--- src/rtl/csdm_pkg.sv ---
package csdm_pkg;

  localparam int DUTY_MAX = 1023;
  localparam int DUTY_LIM = (DUTY_MAX < 1023) ? DUTY_MAX : 1023;

  localparam int CFG_ADDR_W = 5;
  localparam int CFG_DATA_W = 32;

  // register index = paddr[4:2]
  localparam logic [2:0] REG_SPEED_DB  = 3'd0;
  localparam logic [2:0] REG_ANGLE_DB  = 3'd1;
  localparam logic [2:0] REG_PIVOT     = 3'd2;
  localparam logic [2:0] REG_MIN_ANGLE = 3'd3;
  localparam logic [2:0] REG_MAX_ANGLE = 3'd4;

  localparam logic [9:0] SPEED_DB_RST  = 10'd50;
  localparam logic [7:0] ANGLE_DB_RST  = 8'd5;
  localparam logic [9:0] PIVOT_RST     = 10'd255;
  localparam logic [8:0] MIN_ANGLE_RST = 9'd90;
  localparam logic [8:0] MAX_ANGLE_RST = 9'd270;

  localparam logic [6:0] POS_UNKNOWN = 7'd64;

  // angle = floor(pos * 2.8345) as (pos * round(2.8345 * 2^18)) >> 18, exact for pos < 128
  localparam logic [19:0] ANGLE_MUL   = 20'd743047;
  localparam int          ANGLE_SHIFT = 18;
  // m / 10 as (m * 6554) >> 16, exact for m <= 1024
  localparam logic [12:0] TENTH_MUL   = 13'd6554;
  localparam int          TENTH_SHIFT = 16;

  localparam logic [7:0] CODE_OF_POS [128] = '{
    8'd127, 8'd63,  8'd62,  8'd58,  8'd56,  8'd184, 8'd152, 8'd24,
    8'd8,   8'd72,  8'd73,  8'd77,  8'd79,  8'd15,  8'd47,  8'd175,
    8'd191, 8'd159, 8'd31,  8'd29,  8'd28,  8'd92,  8'd76,  8'd12,
    8'd4,   8'd36,  8'd164, 8'd166, 8'd167, 8'd135, 8'd151, 8'd215,
    8'd223, 8'd207, 8'd143, 8'd142, 8'd14,  8'd46,  8'd38,  8'd6,
    8'd2,   8'd18,  8'd82,  8'd83,  8'd211, 8'd195, 8'd203, 8'd235,
    8'd239, 8'd231, 8'd199, 8'd71,  8'd7,   8'd23,  8'd19,  8'd3,
    8'd1,   8'd9,   8'd41,  8'd169, 8'd233, 8'd225, 8'd229, 8'd245,
    8'd247, 8'd243, 8'd227, 8'd163, 8'd131, 8'd139, 8'd137, 8'd129,
    8'd128, 8'd132, 8'd148, 8'd212, 8'd244, 8'd240, 8'd242, 8'd250,
    8'd251, 8'd249, 8'd241, 8'd209, 8'd193, 8'd197, 8'd196, 8'd192,
    8'd64,  8'd66,  8'd74,  8'd106, 8'd122, 8'd120, 8'd121, 8'd125,
    8'd253, 8'd252, 8'd248, 8'd232, 8'd224, 8'd226, 8'd98,  8'd96,
    8'd32,  8'd33,  8'd37,  8'd53,  8'd61,  8'd60,  8'd188, 8'd190,
    8'd254, 8'd126, 8'd124, 8'd116, 8'd112, 8'd113, 8'd49,  8'd48,
    8'd16,  8'd144, 8'd146, 8'd154, 8'd158, 8'd30,  8'd94,  8'd95
  };

  typedef struct packed {
    logic [7:0] encoder_code;
    logic [8:0] target_angle;
    logic [9:0] speed_command;
  } in_t;

  typedef struct packed {
    logic [9:0] left_duty;
    logic [9:0] right_duty;
    logic       left_reverse;
    logic       right_reverse;
    logic [8:0] caster_angle;
  } out_t;

  typedef struct packed {
    logic [9:0] speed_deadband;
    logic [7:0] angle_deadband;
    logic [9:0] pivot_duty;
    logic [8:0] min_target_angle;
    logic [8:0] max_target_angle;
  } cfg_t;

  // codes are unique in the table, so OR-ing the matching index is a plain lookup
  function automatic logic [6:0] decode_position(input logic [7:0] code);
    logic [6:0] pos;
    logic       hit;
    pos = '0;
    hit = 1'b0;
    for (int i = 0; i < 128; i++) begin
      if (CODE_OF_POS[i] == code) begin
        pos = pos | 7'(i);
        hit = 1'b1;
      end
    end
    return hit ? pos : POS_UNKNOWN;
  endfunction

endpackage

--- src/rtl/csdm_cfg_regs.sv ---
module csdm_cfg_regs (
  input  logic                             clk,
  input  logic                             rst_n,
  input  logic                             cfg_psel,
  input  logic                             cfg_penable,
  input  logic                             cfg_pwrite,
  input  logic [csdm_pkg::CFG_ADDR_W-1:0]  cfg_paddr,
  input  logic [csdm_pkg::CFG_DATA_W-1:0]  cfg_pwdata,
  output logic [csdm_pkg::CFG_DATA_W-1:0]  cfg_prdata,
  output logic                             cfg_pready,
  output csdm_pkg::cfg_t                   cfg
);

  csdm_pkg::cfg_t cfg_r;
  logic [2:0]     idx;
  logic           wr_en;

  assign idx        = cfg_paddr[4:2];
  assign wr_en      = cfg_psel && cfg_penable && cfg_pwrite;
  assign cfg_pready = 1'b1;
  assign cfg        = cfg_r;

  always_ff @(posedge clk) begin
    if (!rst_n) begin
      cfg_r.speed_deadband   <= csdm_pkg::SPEED_DB_RST;
      cfg_r.angle_deadband   <= csdm_pkg::ANGLE_DB_RST;
      cfg_r.pivot_duty       <= csdm_pkg::PIVOT_RST;
      cfg_r.min_target_angle <= csdm_pkg::MIN_ANGLE_RST;
      cfg_r.max_target_angle <= csdm_pkg::MAX_ANGLE_RST;
    end else if (wr_en) begin
      case (idx)
        csdm_pkg::REG_SPEED_DB:  cfg_r.speed_deadband   <= cfg_pwdata[9:0];
        csdm_pkg::REG_ANGLE_DB:  cfg_r.angle_deadband   <= cfg_pwdata[7:0];
        csdm_pkg::REG_PIVOT:     cfg_r.pivot_duty       <= cfg_pwdata[9:0];
        csdm_pkg::REG_MIN_ANGLE: cfg_r.min_target_angle <= cfg_pwdata[8:0];
        csdm_pkg::REG_MAX_ANGLE: cfg_r.max_target_angle <= cfg_pwdata[8:0];
        default: ;
      endcase
    end
  end

  always_comb begin
    cfg_prdata = '0;
    case (idx)
      csdm_pkg::REG_SPEED_DB:  cfg_prdata = 32'(cfg_r.speed_deadband);
      csdm_pkg::REG_ANGLE_DB:  cfg_prdata = 32'(cfg_r.angle_deadband);
      csdm_pkg::REG_PIVOT:     cfg_prdata = 32'(cfg_r.pivot_duty);
      csdm_pkg::REG_MIN_ANGLE: cfg_prdata = 32'(cfg_r.min_target_angle);
      csdm_pkg::REG_MAX_ANGLE: cfg_prdata = 32'(cfg_r.max_target_angle);
      default:                 cfg_prdata = '0;
    endcase
  end

endmodule

--- src/rtl/csdm_mix.sv ---
module csdm_mix (
  input  csdm_pkg::in_t  item,
  input  csdm_pkg::cfg_t cfg,
  output csdm_pkg::out_t res
);

  logic [6:0]         pos;
  logic [26:0]        angle_prod;
  logic [8:0]         angle;
  logic [8:0]         tgt;
  logic signed [10:0] err;
  logic signed [10:0] db_s;
  logic               right;
  logic               left;
  logic signed [11:0] mag;
  logic [11:0]        mag_neg;
  logic [10:0]        m;
  logic [23:0]        tenth_prod;
  logic [10:0]        tenth;
  logic               drive;
  logic [10:0]        a_val;
  logic [10:0]        b_val;
  logic [10:0]        l_val;
  logic [10:0]        r_val;
  logic               l_dir;
  logic               r_dir;

  function automatic logic [9:0] sat_duty(input logic [10:0] v);
    return (v > 11'(csdm_pkg::DUTY_LIM)) ? 10'(csdm_pkg::DUTY_LIM) : v[9:0];
  endfunction

  always_comb begin
    pos        = csdm_pkg::decode_position(item.encoder_code);
    angle_prod = 27'(pos) * 27'(csdm_pkg::ANGLE_MUL);
    angle      = angle_prod[csdm_pkg::ANGLE_SHIFT +: 9];

    // max bound is checked first: when the bounds cross, a target above max gets max, any other gets min
    if (item.target_angle > cfg.max_target_angle)
      tgt = cfg.max_target_angle;
    else if (item.target_angle < cfg.min_target_angle)
      tgt = cfg.min_target_angle;
    else
      tgt = item.target_angle;

    err   = $signed({2'b00, angle}) - $signed({2'b00, tgt});
    db_s  = $signed({3'b000, cfg.angle_deadband});
    right = err > db_s;
    left  = err < -db_s;

    mag     = $signed({1'b0, item.speed_command, 1'b0}) - 12'sd1024;
    mag_neg = 12'(-mag);
    m       = mag[11] ? mag_neg[10:0] : mag[10:0];
    drive   = m > {1'b0, cfg.speed_deadband};

    tenth_prod = 24'(m) * 24'(csdm_pkg::TENTH_MUL);
    tenth      = {4'b0000, tenth_prod[csdm_pkg::TENTH_SHIFT +: 7]};

    a_val = right ? tenth : m;
    b_val = (!right && left) ? tenth : m;

    l_val = '0;
    r_val = '0;
    l_dir = 1'b0;
    r_dir = 1'b0;
    if (drive) begin
      if (!mag[11]) begin
        l_val = a_val;
        r_val = b_val;
      end else begin
        // reverse: inner wheel swaps sides
        l_val = b_val;
        r_val = a_val;
        l_dir = 1'b1;
        r_dir = 1'b1;
      end
    end else if (right) begin
      l_val = {1'b0, cfg.pivot_duty};
      r_val = {1'b0, cfg.pivot_duty};
      r_dir = 1'b1;
    end else if (left) begin
      l_val = {1'b0, cfg.pivot_duty};
      r_val = {1'b0, cfg.pivot_duty};
      l_dir = 1'b1;
    end

    res.left_duty     = sat_duty(l_val);
    res.right_duty    = sat_duty(r_val);
    res.left_reverse  = l_dir;
    res.right_reverse = r_dir;
    res.caster_angle  = angle;
  end

endmodule

--- src/rtl/caster_steering_drive_mixer.sv ---
// Caster steering drive mixer.
// Input channel in_valid/in_stall/in_data carries the encoder code, the
// commanded heading and the commanded speed; each item gives exactly one
// result on out_valid/out_stall/out_data: both wheel duties and directions
// and the decoded caster angle.
// An accepted item lands in the input register, is decoded and mixed in one
// combinational pass and is captured in the output register once that register
// is free. One item is taken per cycle while in_stall is low.
// in_stall rises only when both the input and the output register hold an
// item and the receiver stalls; otherwise a new item is taken while the
// current result waits. A stalled result holds steady.
// Five registers sit on the cfg_ APB port at byte addresses 0, 4, ..., 16:
// speed deadband, angle deadband, pivot duty, minimum and maximum heading.
// Write them only when the block is idle. Reset (rst_n low, synchronous)
// empties both registers and loads the register defaults 50, 5, 255, 90, 270.
module caster_steering_drive_mixer (
  input  logic                             clk,
  input  logic                             rst_n,
  input  logic                             in_valid,
  output logic                             in_stall,
  input  csdm_pkg::in_t                    in_data,
  output logic                             out_valid,
  input  logic                             out_stall,
  output csdm_pkg::out_t                   out_data,
  input  logic                             cfg_psel,
  input  logic                             cfg_penable,
  input  logic                             cfg_pwrite,
  input  logic [csdm_pkg::CFG_ADDR_W-1:0]  cfg_paddr,
  input  logic [csdm_pkg::CFG_DATA_W-1:0]  cfg_pwdata,
  output logic [csdm_pkg::CFG_DATA_W-1:0]  cfg_prdata,
  output logic                             cfg_pready
);

  csdm_pkg::cfg_t cfg;
  csdm_pkg::in_t  s1_data_r;
  logic           s1_valid_r;
  csdm_pkg::out_t mix_res;
  csdm_pkg::out_t out_data_r;
  logic           out_valid_r;
  logic           out_free;
  logic           s1_free;
  logic           in_fire;

  csdm_cfg_regs u_cfg (
    .clk         (clk),
    .rst_n       (rst_n),
    .cfg_psel    (cfg_psel),
    .cfg_penable (cfg_penable),
    .cfg_pwrite  (cfg_pwrite),
    .cfg_paddr   (cfg_paddr),
    .cfg_pwdata  (cfg_pwdata),
    .cfg_prdata  (cfg_prdata),
    .cfg_pready  (cfg_pready),
    .cfg         (cfg)
  );

  csdm_mix u_mix (
    .item (s1_data_r),
    .cfg  (cfg),
    .res  (mix_res)
  );

  assign out_free  = !out_valid_r || !out_stall;
  assign s1_free   = !s1_valid_r || out_free;
  assign in_stall  = !s1_free;
  assign in_fire   = in_valid && s1_free;
  assign out_valid = out_valid_r;
  assign out_data  = out_data_r;

  always_ff @(posedge clk) begin
    if (!rst_n) begin
      s1_valid_r  <= 1'b0;
      out_valid_r <= 1'b0;
    end else begin
      if (s1_free)
        s1_valid_r <= in_valid;
      if (out_free)
        out_valid_r <= s1_valid_r;
    end
  end

  always_ff @(posedge clk) begin
    if (in_fire)
      s1_data_r <= in_data;
    if (out_free && s1_valid_r)
      out_data_r <= mix_res;
  end

  a_accept_fills: assert property (@(posedge clk) disable iff (!rst_n)
    (in_valid && !in_stall) |=> s1_valid_r)
    else $error("accepted item not held in input register");

  a_stall_only_full: assert property (@(posedge clk) disable iff (!rst_n)
    in_stall |-> (s1_valid_r && out_valid_r && out_stall))
    else $error("input stalled while pipeline has room");

  a_out_takes_s1: assert property (@(posedge clk) disable iff (!rst_n)
    (s1_valid_r && (!out_valid_r || !out_stall)) |=> out_valid_r)
    else $error("item dropped between input and output register");

  a_angle_range: assert property (@(posedge clk) disable iff (!rst_n)
    out_valid_r |-> (out_data_r.caster_angle <= 9'd359))
    else $error("caster angle out of range");

  a_pivot_equal: assert property (@(posedge clk) disable iff (!rst_n)
    (out_valid_r && (out_data_r.left_reverse != out_data_r.right_reverse))
      |-> (out_data_r.left_duty == out_data_r.right_duty))
    else $error("pivot duties differ");

endmodule

--- config.mk ---
export PLATFORM = sky130hd
export DESIGN_NAME = caster_steering_drive_mixer
export DESIGN_NICKNAME = d
export VERILOG_FILES = /design/src/rtl/csdm_pkg.sv /design/src/rtl/csdm_cfg_regs.sv /design/src/rtl/csdm_mix.sv /design/src/rtl/caster_steering_drive_mixer.sv
export SDC_FILE = /design/constraint.sdc
export NUM_CORES = 1
export LEC_CHECK = 0
export BUFFER_PORTS_ARGS = -buffer_cell sky130_fd_sc_hd__buf_4
export CORE_ASPECT_RATIO = 1.1
export CORE_MARGIN = 5
export CORE_UTILIZATION = 40
export CTS_CLUSTER_SIZE = 12
export DETAILED_ROUTE_END_ITERATION = 12
export GPL_TIMING_DRIVEN = 0
export HOLD_SLACK_MARGIN = 0.05
export PLACE_DENSITY = 0.58
export SLEW_MARGIN = 5
export SYNTH_ARGS = -nofsm -noshare
export SYNTH_HDL_FRONTEND = slang
export SYNTH_SLANG_ARGS = --single-unit
--- constraint.sdc ---
create_clock -name clk -period 10.6 [get_ports clk]
set_input_delay 1.59 -clock clk [delete_from_list [all_inputs] [get_ports clk]]
set_output_delay 1.59 -clock clk [all_outputs]
set_load 0.005 [all_outputs]
=== Word level (Yosys, flattened, before mapping) ===
Index checks and enable logic that the tools add are counted.

* Bits in registers: 106
* Input port bits: 71
* Output and inout port bits: 66
* Word-level logic and storage cells: 492

* Add/subtract/negate cells: 4
* Multiply operators: 2
* $lt $le $gt $ge: 7
* Equal/unequal tests: 140
* Muxes and demuxes: 306
* Reductions and logical operators: 18

{| class="wikitable"
|+ Operator list
! operator !! count
|-
| equality test 8 bit, first input constant || 64
|-
| two-way mux 7 bit || 65
|-
| equality test 7 x 8 -> 1 bit, first input constant || 27
|-
| two-way mux 6 bit || 32
|-
| two-way mux 1 bit || 144
|-
| two-way mux 11 bit || 13
|-
| equality test 6 x 8 -> 1 bit, first input constant || 17
|-
| two-way mux 46 bit || 2
|-
| two-way mux 9 bit || 9
|-
| two-way mux 5 bit || 16
|-
| equality test 5 x 8 -> 1 bit, first input constant || 9
|-
| two-way mux 10 bit || 7
|-
| one-hot mux 10 bit (5 select lines) || 1
|-
| equality test 4 x 8 -> 1 bit, first input constant || 5
|-
| two-way mux 4 bit || 8
|-
| multiplier 7 x 20 -> 27 bit, second input constant || 1
|-
| equality test 3 x 8 -> 1 bit, first input constant || 3
|-
| two-way mux 8 bit || 3
|-
| > comparator 11 x 10 -> 1 bit, second input constant || 2
|-
| multiplier 11 x 12 -> 22 bit, second input constant || 1
|-
| equality test 2 x 8 -> 1 bit, first input constant || 2
|-
| != test 2 x 1 -> 1 bit, second input constant || 8
|-
| two-way mux 3 bit || 4
|-
| subtractor 11 x 11 -> 12 bit, second input constant || 1
|-
| other kinds (18) || 33
|}

=== Logic depth before layout (Yosys ltp) ===
Gate-level depths: netlist of run 1.

* Word-level depth: 140
* Gate-level depth with buffers: 52
* Mapped depth without buffers: 45

=== Hierarchy ===
A second synthesis of run 1 with hierarchy kept.

* Cell total of the unflattened synthesis: 1494
* Area total of the unflattened synthesis: 13205.2 um^2

{| class="wikitable"
|+ By module, submodules not included
! module !! instances !! cells each !! area each (um^2) !! sequential area each (um^2)
|-
| csdm_mix || 1 || 1171 || 8961.1 || 0.0
|-
| csdm_cfg_regs || 1 || 257 || 2418.6 || 920.9
|-
| caster_steering_drive_mixer || 1 || 66 || 1825.5 || 1781.7
|}

=== Worst setup path after synthesis of run 1 ===
OpenSTA, ideal clock, no wires.

* Kind: register to register
* Start point: register s1_data_r[19] (netlist bit)
* End point: register out_data_r, in the netlist out_data[22] (data pin)
* Setup time: 0.274 ns
* Data arrival time: 9.353 ns
* Required time: 10.326 ns
* Slack: 0.972 ns
* Cell stages (with the launch flop): 45
* Buffers on the path: 7
* Period minus slack after synthesis: 9.628 ns
* Cell sequence: edfxtp_1 -> buf_4 -> buf_6 -> buf_6 -> buf_4 -> clkbuf_1 -> and3_1 -> nor2_1 -> nor3_1 -> o21ai_0 -> nor4bb_1 -> and2_1 -> inv_1 -> ha_1 -> fa_1 -> fa_1 -> inv_1 -> fa_1 -> [9 not listed] -> a21oi_1 -> nor2b_1 -> o21a_1 -> nor2_1 -> xnor2_1 -> ha_1 -> or3_1 -> o21a_1 -> ha_1 -> a21o_1 -> a211oi_1 -> mux2_2 -> o211ai_1 -> nand2b_4 -> buf_12 -> buf_12 -> nand2_1 -> o2111ai_1

{| class="wikitable"
|+ RTL lines
! item !! line !! source
|-
| from (decl) || caster_steering_drive_mixer.sv:35 || <nowiki>csdm_pkg::in_t s1_data_r;</nowiki>
|-
| from (signal assigned) || caster_steering_drive_mixer.sv:84 || <nowiki>s1_data_r <= in_data;</nowiki>
|-
| to (signal assigned) || caster_steering_drive_mixer.sv:86 || <nowiki>out_data_r <= mix_res;</nowiki>
|-
| to (decl) || caster_steering_drive_mixer.sv:38 || <nowiki>csdm_pkg::out_t out_data_r;</nowiki>
|}

=== Worst setup path after layout of run 1 ===
* Start point: register s1_data_r[24] (netlist bit)
* End point: register out_data_r, in the netlist out_data[24] (data pin)

* Word-level cells in the longest chain between the ends: 140
* Elaborated cells on any way between the ends: 401
* Classes of those cells: add/sub: 1; mul: 1; order compare: 3; eq/ne: 128; mux: 266; reduce/logical: 2

{| class="wikitable"
|+ Ends and longest elaborated chain
! item !! line !! source
|-
| equality test 7 x 8 -> 1 bit || csdm_pkg.sv:79 || <nowiki>if (CODE_OF_POS[i] == code) begin</nowiki>
|-
| two-way mux 1 bit (128 in a row) || csdm_pkg.sv:79 ||
|-
| two-way mux 7 bit (*) || csdm_pkg.sv:84 || <nowiki>return hit ? pos : POS_UNKNOWN;</nowiki>
|-
| multiplier 7 x 20 -> 27 bit (*) || csdm_mix.sv:34 || <nowiki>angle_prod = 27'(pos) * 27'(csdm_pkg::ANGLE_MUL);</nowiki>
|-
| subtractor 9 x 9 -> 10 bit (*) || csdm_mix.sv:45 || <nowiki>err = $signed({2'b00, angle}) - $signed({2'b00, tgt});</nowiki>
|-
| less-than comparator 11 bit / > comparator 11 x 9 -> 1 bit (equally long branches) || csdm_mix.sv:48, csdm_mix.sv:47 ||
|-
| two-way mux 10 bit / zero test 1 bit (equally long branches) || csdm_mix.sv:80, csdm_mix.sv:59 ||
|-
| two-way mux 11 bit / logical AND 1 bit (equally long branches) || csdm_mix.sv:76, csdm_mix.sv:59 ||
|-
| two-way mux 11 bit, on equally long branches || csdm_mix.sv:65, csdm_mix.sv:59 ||
|-
| two-way mux 11 bit, on equally long branches || csdm_mix.sv:76, csdm_mix.sv:66 ||
|-
| two-way mux 11 bit || csdm_mix.sv:65 || <nowiki>if (drive) begin</nowiki>
|-
| two-way mux 11 bit (*) || csdm_mix.sv:65 ||
|-
| > comparator 11 x 10 -> 1 bit || csdm_mix.sv:29 || <nowiki>return (v > 11'(csdm_pkg::DUTY_LIM)) ? 10'(csdm_pkg::DUTY_LIM) : v[9:0];</nowiki>
|}

Every way passes the cells marked *; elsewhere a longest branch is shown, timed or not. The select of a mux whose other input is x is not followed.
A chain may end at the register's enable or synchronous reset.

==> results of run 1 <==
[critical path: cells and delay by family, from the launching register on]
kind	cells	cell delay, ps
AOI/OAI and AO/OA	15	3030
adders and majority gates	7	2690
buffers and inverters	5	700
DFF	1	390
muxes	2	490
and+or+nand+nor	10	2630
[logic make-up after synthesis]
kind of cell	share of synthesized area
adders and majority gates	0.254
and+or+nand+nor	0.190
xor gates and xnor gates	0.0339
muxes	0.0392
AOI/OAI and AO/OA	0.178
buffers and inverters	0.0945
DFF	0.210
other	0.000585
[worst max path at each step]
stage	slack (ps)	depth (start not counted)	to	from
global placement	-340	44	out_data[24]	s1_data_r[19]
detailed placement	-380	47	out_data[24]	s1_data_r[19]
global route	-20	44	out_data[24]	s1_data_r[19]
floorplan	970	44	out_data[22]	s1_data_r[19]
finish	420	39	out_data[24]	s1_data_r[24]
CTS	40	44	out_data[24]	s1_data_r[26]
[layer usage]
| layer | vias to the layer above | GRT usage |
|---|---|---|
| met5 | - | 0 |
| met4 | 0 | 0.0919 |
| met3 | 106 | 0.0224 |
| met2 | 403 | 0.369 |
| met1 | 5443 | 0.285 |
| li1 | 5534 | - |
[cell usage in the layout (no fill, tap or decap), types with 19 or more instances in the layout]
master,n
edfxtp_1,58
nand2b_1,26
buf_4,141
o21ai_0,40
xnor2_1,21
inv_1,150
nand2_1,128
dfxtp_1,48
nor2_1,81
fa_1,52
nor2b_1,34
a21oi_1,74
o22ai_1,19
mux2i_1,47
o211ai_1,27
nand3_1,33
clkbuf_1,32
nand4_1,24
ha_1,175
nor3_1,22
conb_1,23
[state kept, by name, indices dropped and copies added (netlist names)]
register and count:
out_data 31, u_cfg.cfg 46, out_valid 1, s1_valid_r 1, s1_data_r 27
[power breakdown]
part / switching [uW] / leakage [uW] / total, uW / internal, uW
Sequential: 32.8 / 0.000943 / 595 / 562
Clock: 175 / 0.000143 / 348 / 173
Combinational: 2130 / 0.00565 / 3830 / 1700
[cell type report]
class,count,area (sq um)
clock inverters,4,42.5
inverters,152,574
multi-input cells,1141,9150
flip-flops and latches,106,2700
well taps,420,526
plain buffers,95,646
repair buffers,108,836
clock buffers,12,246
fillers,3128,16800
[metrics by stage]
stage / instance area, sq um / instances / power [uW] / hold WS, ps
finish: 14700 / 2038 / 4770 / 489
floorplan: 12900 / 1496 / 3450 / 456
global placement: 14100 / 2002 / 4280 / 474
CTS: 14500 / 2021 / 4730 / 488
detailed placement: 14200 / 2005 / 4340 / 476
global route: 14700 / 2038 / 5300 / 505
[repair_timing]
item	4_1_cts	5_1_grt
setup buffers	0	19
pin swaps	0	15
gates resized for setup	10	27
endpoints found under the setup margin	21	22
==> impl_results.md, run 1 <==
* Status: completed
* P&R area growth vs syn at 14.6%
* Reg2reg path depth at 39
* Initial core utilization at 0.407
* Core ar. at between 30000 and 40000 sq um
* Total wire length at a little under 40 mm
* Post-synth ARST share at 0
* Met1 wire length at between 15 and 20 mm
* CTS Buf Count at 9
* H-tree depth at 3
* Hold Path Depth at 2
* TritonCTS clock tree: yes
* Critical Path RT at ~11000 ps
* Cell count after synthesis at between 1000 and 1500
* Synth Flop Type: edfxtp_1
* Top cells by area, synth: ha_1 17%, edfxtp_1 14%, fa_1 8.1%, dfxtp_1 7.5%, inv_1 4.4%
* Tcrit/Tclk final at 0.960
* Vias in the first global route at between 10000 and 15000
* Number of synthesized register bits at approximately 110
* Hold Path End: u_cfg.cfg[44]
* YS warnings at 0
* Vias/cell at 5.64
* Hpwl dp at 31.6 mm
* Crit path kind: flip-flop to flip-flop
* Critical path peak fanout at 10
* Avg Inst Size Synth at ~8.7 sq um
* Residual DRC count at 0
* Ports at 137
* N_diodes at 0
* CTS Hold Buffers Added at 0
* Clock transition at the registers of the reported paths at about 80 ps
* Initial antenna violation count at 0
* DR iter-0 viols at 917
* Die Area at between 30000 and 40000 sq um
* Place WS at -379 ps
* Crit-path slowest cell: or4_1
* Top cell by count, worst path: a21o_1
* Max_slew headroom at 0.277
* PortBufs at 86
* Max Cap Viol at 0
* PD cells at around 320 nW/um^2
* FP Rows at 68
* GR Overflow Total at 0
* Worst-Margin Slew at about 1100 ps
* R2R Path Start: s1_data_r[24]
* Fmax at around 98 MHz
* Netlist area before placement at around 13000 sq um
* Die W at roughly 180 um
* Sequential fraction of the synthesis area at 0.210
* Synth area leader: ha_1
* Bufs on Longest Clock Path at 2
* Clk root buf: clkbuf_16
* Wire per inst at around 19 um
* Met3 Wirelength at a little under 2 mm
* Capturing point of the worst reg2reg path: out_data[24]
* Largest net degree at the start of global routing at 27
* Share of cells above drive strength 1 at 0.149
* # setup viols final at 0
* Post-synth EDFFs at between 50 and 60
* Post-route ant nets at 0
* Worst Hold Launch: u_cfg.cfg[44]
* Die Ht at about 200 um
* Final core occ at 0.466
* R2R Setup Slk at ~420 ps
* NumNets Final at 1914
* Final WS setup at 423 ps
* Synth unique cells at between 90 and 100
* Arr. time, crit path at approximately 10000 ps
* Setup crit end kind: flip-flop
* Crit path launch type: flip-flop
* Final Max Tran Viols at 0
* Setup TNS at 0 ps
* Cell with the most instances after synthesis: ha_1
* GP Congestion at about 0.95
* Top post-synthesis cells by count: 178 x ha_1, 152 x inv_1, 131 x nand2_1
* Share of the synthesized area in the top cell type at 0.173
* Metal2 WL at roughly 19 mm
* Final hold vios at 0
* Clk_lat worst skew at 380 ps
* Peak supply drop at about 0.22 mV
* Vias at roughly 11000
* Uppermost layer routed: met4
* Drt pass-1 iters at 7
* Slowest stage delay, CP at approximately 730 ps
* Hold WC Path Type: flip-flop to flip-flop
* Leakage at approximately 0.0067 uW
* Total GRT Usage at 0.218
* Clock period minus worst slack at roughly 10000 ps
* Max Clock Skew at roughly 20 ps
* Clock sink count at between 100 and 150
* First-pass GRT wire length at 62.5 mm
(Power assumes the default switching activity.)
==> run 2: changes to the inputs <==
--- a/config.mk
+++ b/config.mk
@@ -6,7 +6,7 @@
 export NUM_CORES = 1
 export LEC_CHECK = 0
 export BUFFER_PORTS_ARGS = -buffer_cell sky130_fd_sc_hd__buf_4
-export CORE_ASPECT_RATIO = 1.1
+export CORE_ASPECT_RATIO = 1.4
 export CORE_MARGIN = 5
 export CORE_UTILIZATION = 40
 export CTS_CLUSTER_SIZE = 12
==> impl_results.md, run 2 (synthesis results as in run 1) <==
* Status: completed (unchanged)
* Sw frac at 0.493 (was 0.491)
* Hpwl dp at 34.4 mm (was 31.6 mm)
* P&R area growth vs syn at 14.2% (was 14.6%)
* Drt pass-1 iters at 5 (was 7)
* Final Max Tran Viols at 0 (unchanged)
* Initial antenna violation count at 0 (unchanged)
* Clk_lat worst skew at 370 ps (was 380 ps)
* Core ar. at 31700 sq um (was 31600 sq um)
* Die W at 161 um (was 181 um)
* Worst setup startpoint: s1_data_r[26] (was s1_data_r[24])
* Wire per inst at 20.8 um (was 19.3 um)
* First-pass GRT wire length at 64.9 mm (was 62.5 mm)
* Die Area at 35900 sq um (was 35800 sq um)
* Worst-Margin Slew at 1000 ps (was 1070 ps)
* Total wire length at 41.7 mm (was 39.4 mm)
* H-tree depth at 3 (unchanged)
* Peak supply drop at 0.259 mV (was 0.217 mV)
* CP top delay family: compound AO/OA/AOI/OAI gates (unchanged)
* Max_slew headroom at 0.328 (was 0.277)
* Seq pwr share at 0.124 (was 0.125)
* Dpl cell area at 14100 sq um (was 14200 sq um)
* Commonest non-fill, non-tap cells in the layout: 175 x ha_1, 150 x inv_1, 131 x buf_4, 128 x nand2_1, 79 x nor2_1 (was 175 x ha_1, 150 x inv_1, 141 x buf_4, 128 x nand2_1, 81 x nor2_1)
* Final hold vios at 0 (unchanged)
* CTS Hold Buffers Added at 0 (unchanged)
* FP Rows at 77 (was 68)
* Vias/cell at 5.77 (was 5.64)
* Bufs on Longest Clock Path at 2 (unchanged)
* Arr. time, crit path at 10180 ps (was 10340 ps)
* NumNets Final at 1902 (was 1914)
* Multi-input gate area at 9200 sq um (was 9150 sq um)
* Worst Hold Launch: u_cfg.cfg[44] (unchanged)
* Clock transition at the registers of the reported paths at 80 ps (about the same)
* Crit path launch type: flip-flop (unchanged)
* PD cells at 324 nW/um^2 (about the same)
* Die Ht at 222 um (was 198 um)
* Top cell by count, worst path: a21o_1 (unchanged)
* Critical Path RT at 10690 ps (was 10760 ps)
* Most common cell after layout, fill and taps aside: ha_1 (unchanged)
* Internal power at 2410 uW (was 2430 uW)
* Vias at 11500 (about the same)
* Tcrit/Tclk final at 0.952 (was 0.960)
* # setup viols final at 0 (unchanged)
* Register Area at 2700 sq um (unchanged)
* Slowest stage delay, CP at 580 ps (was 730 ps)
* Setup crit end kind: flip-flop (unchanged)
* Initial core utilization at 0.405 (was 0.407)
* Ports at 137 (unchanged)
* R2R Path Start: s1_data_r[26] (was s1_data_r[24])
* Max Clock Skew at 9.22 ps (was 20.2 ps)
* Post-route ant nets at 0 (unchanged)
* Clock share of power at 0.074 (was 0.073)
* Clock sink count at 106 (unchanged)
* Critical path peak fanout at 10 (unchanged)
* Vias in the first global route at 11700 (was 11400)
* Non-filler cells in the finished layout at 2001 (was 2038)
* Crit path kind: flip-flop to flip-flop (unchanged)
* Placed cell count at 1979 (was 2005)
* Leakage at 0.00670 uW (was 0.00673 uW)
* Max reg flops at 46 (unchanged)
* Share of cells above drive strength 1 at 0.150 (was 0.149)
* GP Congestion at 0.980 (was 0.954)
* Residual DRC count at 0 (unchanged)
* Clock period minus worst slack at 10090 ps (was 10180 ps)
* Largest net degree at the start of global routing at 28 (was 27)
* Crit-path slowest cell: fa_1 (was or4_1)
* DR iter-0 viols at 665 (was 917)
* Final hold slack at 487 ps (was 489 ps)
* Filler Cell Count at 3122 (was 3128)
* Logic pwr share at 0.802 (about the same)
* Max Cap Viol at 0 (unchanged)
* Switching pwr at 2340 uW (about the same)
* Final core occ at 0.463 (was 0.466)
* CTS Buf Count at 9 (unchanged)
* Fmax at 99.1 MHz (was 98.3 MHz)
* Final Instance Area at 14700 sq um (about the same)
* TritonCTS clock tree: yes (unchanged)
* Clk root buf: clkbuf_16 (unchanged)
* GR Overflow Total at 0 (unchanged)
* Buffers plus inverters on the worst setup path at 9 (was 5)
* N_diodes at 0 (unchanged)
* PortBufs at 86 (unchanged)
* Unrepaired setup endpoints after global routing: no
* Total GRT Usage at 0.229 (was 0.218)
* Hold WC Path Type: flip-flop to flip-flop (unchanged)
==> run 2: what timing repair did <==
| action | CTS | global route |
|---|---|---|
| pin swaps | 0 | 13 |
| gates resized for setup | 12 | 36 |
| setup endpoints to repair | 22 | 22 |
| endpoints found under the hold margin | 0 | 0 |
| setup buffers | 0 | 10 |
==> run 2: cell type report <==
| type | instances | area share |
|---|---|---|
| flip-flops and latches | 106 | 0.184 |
| clock inverters | 7 | 0.00589 |
| well taps | 395 | 0.0337 |
| repair buffers | 98 | 0.0510 |
| clock buffers | 9 | 0.0154 |
| multi-input cells | 1141 | 0.627 |
| plain buffers | 93 | 0.0435 |
| inverters | 152 | 0.0392 |
==> run 2: through the flow <==
stage	setup slack, ps	total power [uW]	setup TNS [ps]
2_1_floorplan	972	3450	0
3_3_place_gp	-473	4300	-7150
3_5_place_dp	-527	4350	-8950
4_1_cts	26.6	4740	0
5_1_grt	46.5	5300	0
6_report	509	4760	0
==> run 2: power by group through the flow <==
stage	Sequential [uW]	Combinational, uW	Clock (uW)
after floorplan	595	2850	0
after global placement	599	3700	0
after detailed placement	600	3750	0
after CTS	590	3790	359
after global routing	594	4330	376
final	588	3820	352
==> run 2: worst register-to-register path: cells and delay by family (launching register included) <==
| family | cells | cell delay [ps] |
|---|---|---|
| DFF | 1 | 390 |
| adders and majority gates | 6 | 2360 |
| AOI/OAI and AO/OA | 16 | 3070 |
| buffers and inverters | 9 | 1240 |
| and+or+nand+nor | 12 | 2590 |
| muxes | 1 | 160 |
==> run 2: path summary, 6_finish.rpt <==
path,endpoint,cells past startpoint,slack [ps]
worst min register to register,u_cfg.cfg[44],2,490
worst max register to register,out_data[25],44,510
worst min-delay path,u_cfg.cfg[44],2,490
worst max-delay path,out_data[25],44,510
==> run 2: layer usage <==
layer  vias to the layer above  part of all wire  track usage
li1                       5510                 -            -
met1                      5531              0.36        0.237
met2                       366              0.53        0.438
met3                       139             0.043       0.0264
met4                         0             0.068        0.135
met5                         -                 0            0
